**src/hdl/sha1_pkg.sv**
```systemverilog
// Shared types, constants and helper functions of the SHA-1 engine.
package sha1_pkg;

    typedef logic [31:0] word_t;

    localparam int BlockBytes = 64;
    localparam int LenOffset  = 56;
    localparam int Rounds     = 80;

    localparam logic [7:0] PAD_BYTE = 8'h80;

    localparam word_t K0 = 32'h5a827999;
    localparam word_t K1 = 32'h6ed9eba1;
    localparam word_t K2 = 32'h8f1bbcdc;
    localparam word_t K3 = 32'hca62c1d6;

    localparam word_t H0_INIT = 32'h67452301;
    localparam word_t H1_INIT = 32'hefcdab89;
    localparam word_t H2_INIT = 32'h98badcfe;
    localparam word_t H3_INIT = 32'h10325476;
    localparam word_t H4_INIT = 32'hc3d2e1f0;

    // Commands from the sequencer to the schedule window and the round unit.
    typedef struct packed {
        logic       push;
        logic [7:0] push_byte;
        logic       load;
        logic       round;
        logic [6:0] round_idx;
        logic       add;
        logic       restart;
    } ctrl_t;

    function automatic word_t rotl(input word_t x, input int unsigned n);
        rotl = (x << n) | (x >> (32 - n));
    endfunction

endpackage

```
**src/hdl/sha1_sched.sv**
```systemverilog
// Message schedule window: takes bytes in, then expands W one word per round.
module sha1_sched (
    input  logic                   clk,
    input  sha1_pkg::ctrl_t        ctrl,
    output sha1_pkg::word_t        w_top
);
    import sha1_pkg::*;

    logic [511:0] win_reg;
    logic [511:0] win_next;
    word_t        w_new;

    // Word j of the window is W[t+j] during round t.
    assign w_new = rotl(win_reg[511-13*32 -: 32] ^ win_reg[511-8*32 -: 32]
                        ^ win_reg[511-2*32 -: 32] ^ win_reg[511 -: 32], 1);

    always_comb
    begin
        win_next = win_reg;
        if (ctrl.push)
        begin
            win_next = {win_reg[503:0], ctrl.push_byte};
        end
        else if (ctrl.round)
        begin
            win_next = {win_reg[479:0], w_new};
        end
    end

    always_ff @(posedge clk)
    begin
        win_reg <= win_next;
    end

    assign w_top = win_reg[511 -: 32];

endmodule

```
**src/hdl/sha1_round.sv**
```systemverilog
// Shared round unit with the working variables and the chaining words.
module sha1_round (
    input  logic                clk,
    input  logic                rst_n,
    input  sha1_pkg::ctrl_t     ctrl,
    input  sha1_pkg::word_t     w_top,
    input  logic [2:0]          sel,
    output sha1_pkg::word_t     chain_word
);
    import sha1_pkg::*;

    word_t a_reg, b_reg, c_reg, d_reg, e_reg;
    word_t h0_reg, h1_reg, h2_reg, h3_reg, h4_reg;
    word_t f_val;
    word_t k_val;
    word_t t_val;

    always_comb
    begin
        if (ctrl.round_idx < 7'd20)
        begin
            f_val = (b_reg & c_reg) | (~b_reg & d_reg);
            k_val = K0;
        end
        else if (ctrl.round_idx < 7'd40)
        begin
            f_val = b_reg ^ c_reg ^ d_reg;
            k_val = K1;
        end
        else if (ctrl.round_idx < 7'd60)
        begin
            f_val = (b_reg & c_reg) | (b_reg & d_reg) | (c_reg & d_reg);
            k_val = K2;
        end
        else
        begin
            f_val = b_reg ^ c_reg ^ d_reg;
            k_val = K3;
        end
        t_val = rotl(a_reg, 5) + f_val + e_reg + k_val + w_top;
    end

    always_ff @(posedge clk)
    begin
        if (ctrl.load)
        begin
            a_reg <= h0_reg;
            b_reg <= h1_reg;
            c_reg <= h2_reg;
            d_reg <= h3_reg;
            e_reg <= h4_reg;
        end
        else if (ctrl.round)
        begin
            a_reg <= t_val;
            b_reg <= a_reg;
            c_reg <= rotl(b_reg, 30);
            d_reg <= c_reg;
            e_reg <= d_reg;
        end
    end

    always_ff @(posedge clk or negedge rst_n)
    begin
        if (!rst_n)
        begin
            h0_reg <= H0_INIT;
            h1_reg <= H1_INIT;
            h2_reg <= H2_INIT;
            h3_reg <= H3_INIT;
            h4_reg <= H4_INIT;
        end
        else if (ctrl.restart)
        begin
            h0_reg <= H0_INIT;
            h1_reg <= H1_INIT;
            h2_reg <= H2_INIT;
            h3_reg <= H3_INIT;
            h4_reg <= H4_INIT;
        end
        else if (ctrl.add)
        begin
            h0_reg <= h0_reg + a_reg;
            h1_reg <= h1_reg + b_reg;
            h2_reg <= h2_reg + c_reg;
            h3_reg <= h3_reg + d_reg;
            h4_reg <= h4_reg + e_reg;
        end
    end

    always_comb
    begin
        case (sel)
            3'd0:    chain_word = h0_reg;
            3'd1:    chain_word = h1_reg;
            3'd2:    chain_word = h2_reg;
            3'd3:    chain_word = h3_reg;
            default: chain_word = h4_reg;
        endcase
    end

endmodule

```
**src/hdl/sha1_ctrl.sv**
```systemverilog
// Sequencer: byte fill, padding, round counting and digest readout.
module sha1_ctrl (
    input  logic                clk,
    input  logic                rst_n,
    input  logic                msg_valid,
    output logic                msg_ready,
    input  logic                op,
    input  logic [7:0]          data_byte,
    output logic                dig_valid,
    input  logic                dig_ready,
    output logic [2:0]          word_index,
    output logic                last,
    output sha1_pkg::ctrl_t     ctrl
);
    import sha1_pkg::*;

    localparam logic [2:0] S_IDLE   = 3'd0;
    localparam logic [2:0] S_PADZ   = 3'd1;
    localparam logic [2:0] S_PADLEN = 3'd2;
    localparam logic [2:0] S_COMP   = 3'd3;
    localparam logic [2:0] S_ADD    = 3'd4;
    localparam logic [2:0] S_OUT    = 3'd5;

    localparam logic [5:0] FILL_LAST = 6'(BlockBytes - 1);
    localparam logic [5:0] FILL_LEN  = 6'(LenOffset);
    localparam logic [6:0] RND_LAST  = 7'(Rounds - 1);

    logic [2:0]  state_reg, state_next;
    logic [2:0]  ret_reg, ret_next;
    logic [5:0]  fill_reg, fill_next;
    logic [60:0] bcnt_reg, bcnt_next;
    logic [2:0]  len_reg, len_next;
    logic [6:0]  rnd_reg, rnd_next;
    logic [2:0]  widx_reg, widx_next;
    logic [63:0] len_shifted;

    assign len_shifted = {bcnt_reg, 3'b000} << {len_reg, 3'b000};

    always_comb
    begin
        state_next = state_reg;
        ret_next   = ret_reg;
        fill_next  = fill_reg;
        bcnt_next  = bcnt_reg;
        len_next   = len_reg;
        rnd_next   = rnd_reg;
        widx_next  = widx_reg;
        ctrl       = '0;
        ctrl.round_idx = rnd_reg;

        case (state_reg)
            S_IDLE:
            begin
                if (msg_valid)
                begin
                    ctrl.push      = 1'b1;
                    ctrl.push_byte = op ? PAD_BYTE : data_byte;
                    if (!op)
                    begin
                        bcnt_next = bcnt_reg + 61'd1;
                    end
                    ret_next   = op ? S_PADZ : S_IDLE;
                    state_next = op ? S_PADZ : S_IDLE;
                end
            end
            S_PADZ:
            begin
                if (fill_reg == FILL_LEN)
                begin
                    len_next   = '0;
                    state_next = S_PADLEN;
                end
                else
                begin
                    ctrl.push      = 1'b1;
                    ctrl.push_byte = 8'h00;
                    ret_next       = S_PADZ;
                end
            end
            S_PADLEN:
            begin
                ctrl.push      = 1'b1;
                ctrl.push_byte = len_shifted[63:56];
                len_next       = len_reg + 3'd1;
                ret_next       = S_OUT;
            end
            S_COMP:
            begin
                ctrl.round = 1'b1;
                rnd_next   = rnd_reg + 7'd1;
                if (rnd_reg == RND_LAST)
                begin
                    state_next = S_ADD;
                end
            end
            S_ADD:
            begin
                ctrl.add   = 1'b1;
                widx_next  = '0;
                state_next = ret_reg;
            end
            S_OUT:
            begin
                if (dig_ready)
                begin
                    widx_next = widx_reg + 3'd1;
                    if (widx_reg == 3'd4)
                    begin
                        ctrl.restart = 1'b1;
                        fill_next    = '0;
                        bcnt_next    = '0;
                        state_next   = S_IDLE;
                    end
                end
            end
            default:
            begin
                state_next = S_IDLE;
            end
        endcase

        // A full buffer starts a compression, then resumes where it left off.
        if (ctrl.push)
        begin
            fill_next = fill_reg + 6'd1;
            if (fill_reg == FILL_LAST)
            begin
                ctrl.load  = 1'b1;
                rnd_next   = '0;
                state_next = S_COMP;
            end
        end
    end

    always_ff @(posedge clk or negedge rst_n)
    begin
        if (!rst_n)
        begin
            state_reg <= S_IDLE;
            ret_reg   <= S_IDLE;
            fill_reg  <= '0;
            bcnt_reg  <= '0;
            len_reg   <= '0;
            rnd_reg   <= '0;
            widx_reg  <= '0;
        end
        else
        begin
            state_reg <= state_next;
            ret_reg   <= ret_next;
            fill_reg  <= fill_next;
            bcnt_reg  <= bcnt_next;
            len_reg   <= len_next;
            rnd_reg   <= rnd_next;
            widx_reg  <= widx_next;
        end
    end

    assign msg_ready  = (state_reg == S_IDLE);
    assign dig_valid  = (state_reg == S_OUT);
    assign word_index = widx_reg;
    assign last       = (widx_reg == 3'd4);

endmodule

```
**src/hdl/sha1_hash_engine.sv**
```systemverilog
// Top level of the byte-serial SHA-1 engine.
//
// Requests arrive on msg_valid/msg_ready with op and data_byte. An absorb
// request (op = 0) adds one byte; a finish request (op = 1) pads the message
// and returns the digest as five words on dig_valid/dig_ready, first word
// first, with word_index 0..4 and last set on the fifth word.
// Byte storage is a 512-bit schedule window; one shared round unit runs the
// 80 rounds, one per cycle, followed by the chaining add. An absorb request
// that fills the block starts a compression; msg_ready is low until it ends.
// A finish request pushes the padding bytes one by one (9 to 72, the 0x80
// byte included), with an idle step before the length bytes, and runs one
// or two compressions; then the five words are offered.
// msg_ready is low from an accepted finish until the last word is taken;
// a stalled receiver holds the current word and the engine simply waits.
// Reset, and the taking of the last digest word, return the chaining words
// to the initial values and clear the byte and length counts.
module sha1_hash_engine (
    input  logic        clk,
    input  logic        rst_n,
    input  logic        msg_valid,
    output logic        msg_ready,
    input  logic        op,
    input  logic [7:0]  data_byte,
    output logic        dig_valid,
    input  logic        dig_ready,
    output logic [31:0] digest_word,
    output logic [2:0]  word_index,
    output logic        last
);
    import sha1_pkg::*;

    ctrl_t ctrl;
    word_t w_top;

    sha1_ctrl u_ctrl (
        .clk        (clk),
        .rst_n      (rst_n),
        .msg_valid  (msg_valid),
        .msg_ready  (msg_ready),
        .op         (op),
        .data_byte  (data_byte),
        .dig_valid  (dig_valid),
        .dig_ready  (dig_ready),
        .word_index (word_index),
        .last       (last),
        .ctrl       (ctrl)
    );

    sha1_sched u_sched (
        .clk   (clk),
        .ctrl  (ctrl),
        .w_top (w_top)
    );

    sha1_round u_round (
        .clk        (clk),
        .rst_n      (rst_n),
        .ctrl       (ctrl),
        .w_top      (w_top),
        .sel        (word_index),
        .chain_word (digest_word)
    );

    a_no_overlap: assert property (@(posedge clk) disable iff (!rst_n)
        !(msg_ready && dig_valid))
        else $error("request and digest channels active together");

    a_last_index: assert property (@(posedge clk) disable iff (!rst_n)
        dig_valid |-> (last == (word_index == 3'd4)))
        else $error("last flag does not match word index");

    a_ready_after_last: assert property (@(posedge clk) disable iff (!rst_n)
        (dig_valid && dig_ready && last) |=> msg_ready)
        else $error("engine not ready after final digest word");

    a_first_index: assert property (@(posedge clk) disable iff (!rst_n)
        $rose(dig_valid) |-> (word_index == 3'd0))
        else $error("digest readout does not start at word zero");

endmodule

```
**config.mk**
```make
export PLATFORM = sky130hd
export DESIGN_NAME = sha1_hash_engine
export DESIGN_NICKNAME = d
export VERILOG_FILES = /design/src/hdl/sha1_pkg.sv /design/src/hdl/sha1_sched.sv /design/src/hdl/sha1_round.sv /design/src/hdl/sha1_ctrl.sv /design/src/hdl/sha1_hash_engine.sv
export SDC_FILE = /design/constraint.sdc
export NUM_CORES = 2
export LEC_CHECK = 0
export BUFFER_PORTS_ARGS = -buffer_cell sky130_fd_sc_hd__buf_2
export CORE_UTILIZATION = 64
export CTS_CLUSTER_SIZE = 24
export DETAILED_ROUTE_END_ITERATION = 6
export PLACE_DENSITY = 0.8
export SLEW_MARGIN = 40
export SYNTH_ARGS = -nofsm -noshare
export SYNTH_HDL_FRONTEND = slang
export SYNTH_SLANG_ARGS = --single-unit
export TNS_END_PERCENT = 50
```
**constraint.sdc**
```tcl
create_clock -name clk -period 15.3 [get_ports clk]
set_input_delay 3.06 -clock clk [delete_from_list [all_inputs] [get_ports clk]]
set_output_delay 3.06 -clock clk [all_outputs]
set_load 0.02 [all_outputs]
```
==> out/results.ini <==
[routing]
vias=41400
drt_wl_total_mm=138
ant_nets=0
post_drt_wl_per_cell_um=20.3
routed_via_density=6.11
drt_iter0_drc=4203
first_pass_iters=6
drc_errors=0

[floorplan]
num_io_pins=51
chipWidth_um=291
rows=105
core_sq_um=82400
initial_core_util=0.648
dieArea_sq_um=84600
die_h_um=291

[placement]
dp_hpwl_mm=93.7
placed_cell_area_sq_um=54600
gp_congestion=0.988
port_buffers=50

[pwr]
ir_drop_uv=133
p_total_uw=11100
power.static_leakage_uw=0.0257
powerDensity_nw_per_um2=191

[cts]
cts_root_buf=clkbuf_16
cts_buffers=99
tritoncts=built
clkTransAtPathRegs_ns=0.06
cts_buffer_depth=3
cts.sinks=917
hold_buffers=0
clk-insertion-delay-late_ns=0.68
cts_resized=0
htree_levels=3
post_cts_buffers=0

[finish]
final_common_cell=nand2_1
final_area_sq_um=58100
fill_cells=6042
syn2layout_area_growth_pct=8.72
nets=5965
final_cell_mix=nand2_1, edfxtp_1, o21ai_0, inv_1, nor2_1
drive_gt1_frac=0.0688
largest_register_ffs=512

[setup_path]
r2r_slack_ns=8.46
startpoint_type=flop
cp.arrival_ns=7.21
r2r-start=u_ctrl.rnd_reg[4]
worstPathMaxFanout=21
critPathKind=reg2reg
critPathRequiredTime_ns=15.68
ff2ff_path_depth=23
r2r_end=u_round.a_reg[31]
cp-end-kind=flop

[global_route]
grt_max_degree=125
grt_remaining_overflow=0
grt_pass1_vias=39600
grt_usage=0.325
antenna_found_initial=1
grt_pass1_wl_mm=217

[sta]
max_freq_mhz=146
fin_worst_skew_ns=0.0300
report.final.slew_viol_count=0
fin_crit_ns=6.84
fin_hold_ws_ns=0.492
slew_headroom=0.391
fin_setup_tns_ns=0
tightest_slew_ns=0.914
finalCritPeriodShare=0.447
grt_setup_unrepaired=false
setup_viol_count_final=0
hold_violations=0

[logic_synthesis]
syn-instance-count=5683
synth-seq-area-share=0.494
syn_area_per_cell_sq_um=9.40
synth_edf_count=672
async_flop_share=0.267
synth_nets=6024
ys_types=79
synth-seq-cells=917
yosys_most_used_dff=edfxtp_1
yosysWarnings=0
netlist_area_sq_um=53400

[run]
maxCapViolCount=0

[min_path]
hold_end=u_ctrl.fill_reg[5]
hold_start=u_ctrl.fill_reg[5]
holdPathStages=1
min_path_type=reg2reg

[outcome]
status=finished clean

[how the worst max path moves through the flow]
stage                                     from                   end  slack (ns)  depth (start not counted)
after floorplan                      msg_valid    u_sched.win_reg[0]        4.47                          6
after CTS                 u_ctrl.word_index[0]       digest_word[12]        8.57                          8
final                        u_ctrl.rnd_reg[4]     u_round.a_reg[31]        8.46                         23
after global placement               msg_valid  u_sched.win_reg[405]        7.47                          7
after detailed placement             msg_valid  u_sched.win_reg[175]        8.12                          7
after global routing         u_ctrl.rnd_reg[4]     u_round.a_reg[31]        8.25                         23
[per-layer routing]
layer,track usage,vias to the layer above,routed length (um),share of wire
met4,0.141,2,6300,0.046
met5,0,-,17,0.00012
met3,0.0606,323,12000,0.087
li1,-,19300,-,-
met1,0.445,20100,56000,0.41
met2,0.510,1740,63500,0.46
[worst max-delay path: stages, from the launching register on]
cell and delay, ns:
dfrtp_1 0.46, o21ai_0 0.21, nand2b_1 0.33, nand2_1 0.17, buf_4 0.34, inv_1 0.16, buf_4 0.26, a222oi_1 0.56
fa_1 0.55, fa_1 0.47, inv_1 0.07, ha_1 0.16, inv_1 0.05, fa_1 0.40, nor2b_1 0.13, o21a_1 0.14
o21ai_0 0.17, a211oi_1 0.48, o31ai_1 0.24, a21oi_1 0.30, nand3b_1 0.20, a31oi_1 0.29, mux2i_1 0.26, a31oi_1 0.10
[stage by stage]
step / utilization / worst slack (ns) / cells
2_1_floorplan: - / 4.47 / 5683
4_1_cts: 0.704 / 8.57 / 6776
3_3_place_gp: 0.661 / 7.47 / 6586
6_report: 0.705 / 8.46 / 6780
5_1_grt: 0.705 / 8.25 / 6779
3_5_place_dp: 0.663 / 8.12 / 6590
[power breakdown]
| part | switching [uW] | internal (uW) | total (uW) |
|---|---|---|---|
| sequential | 571 | 3950 | 4520 |
| combinational | 2510 | 1610 | 4120 |
| clock | 1030 | 1450 | 2470 |
| total | 4100 | 7010 | 11100 |
[final cells by class]
cell class / instances / area, sq um / area share
multi-input combinational: 4230 / 25100 / 0.432
antenna: 1 / 2.50 / 0.0000431
inverter: 280 / 1050 / 0.0181
tap: 1070 / 1340 / 0.0231
timing repair buffer: 96 / 796 / 0.0137
clock buffer: 125 / 2750 / 0.0473
clock inverter: 61 / 638 / 0.0110
sequential: 917 / 26400 / 0.455
[kinds of logic after synthesis]
family | synth area share
AO/OA/AOI/OAI | 0.115
XOR/XNOR | 0.0508
flip-flops | 0.494
AND/OR/NAND/NOR | 0.195
buffers and inverters | 0.0380
multiplexers | 0.0139
adder cells (fa/ha/maj) | 0.0933
[Yosys cell counts, types with 8 or more instances]
| cell | count | share of area |
|---|---|---|
| nand2_1 | 1953 | 0.14 |
| edfxtp_1 | 672 | 0.38 |
| o21ai_0 | 310 | 0.029 |
| inv_1 | 279 | 0.020 |
| nor2_1 | 248 | 0.017 |
| a21oi_1 | 233 | 0.022 |
| clkbuf_1 | 229 | 0.016 |
| ha_1 | 211 | 0.049 |
| xnor2_1 | 196 | 0.032 |
| dfrtp_1 | 165 | 0.077 |
| fa_1 | 117 | 0.044 |
| xor2_1 | 114 | 0.019 |
| nand3_1 | 94 | 0.0088 |
| a21o_1 | 85 | 0.012 |
| dfstp_2 | 80 | 0.039 |
| a22oi_1 | 65 | 0.0091 |
| nor3_1 | 64 | 0.0060 |
| a31oi_1 | 57 | 0.0067 |
| mux2i_1 | 35 | 0.0066 |
| o21a_1 | 31 | 0.0044 |
| and3_1 | 30 | 0.0035 |
| or3_1 | 29 | 0.0034 |
| nand2b_1 | 27 | 0.0032 |
| nor2b_1 | 26 | 0.0030 |
| a211oi_1 | 23 | 0.0032 |
| a221o_1 | 23 | 0.0043 |
| nand4_1 | 23 | 0.0027 |
| buf_1 | 21 | 0.0015 |
| o31ai_1 | 21 | 0.0030 |
| o211ai_1 | 20 | 0.0028 |
| o21bai_1 | 18 | 0.0025 |
| and4_1 | 14 | 0.0023 |
| mux4_2 | 13 | 0.0055 |
| a2111oi_0 | 10 | 0.0016 |
| and2_1 | 10 | 0.0012 |
| o22a_1 | 10 | 0.0016 |
| a41oi_1 | 9 | 0.0015 |
| mux2_2 | 9 | 0.0019 |
| nand3b_1 | 8 | 0.0011 |
| nor3b_1 | 8 | 0.0011 |
Power figures use the tool's default switching activity.
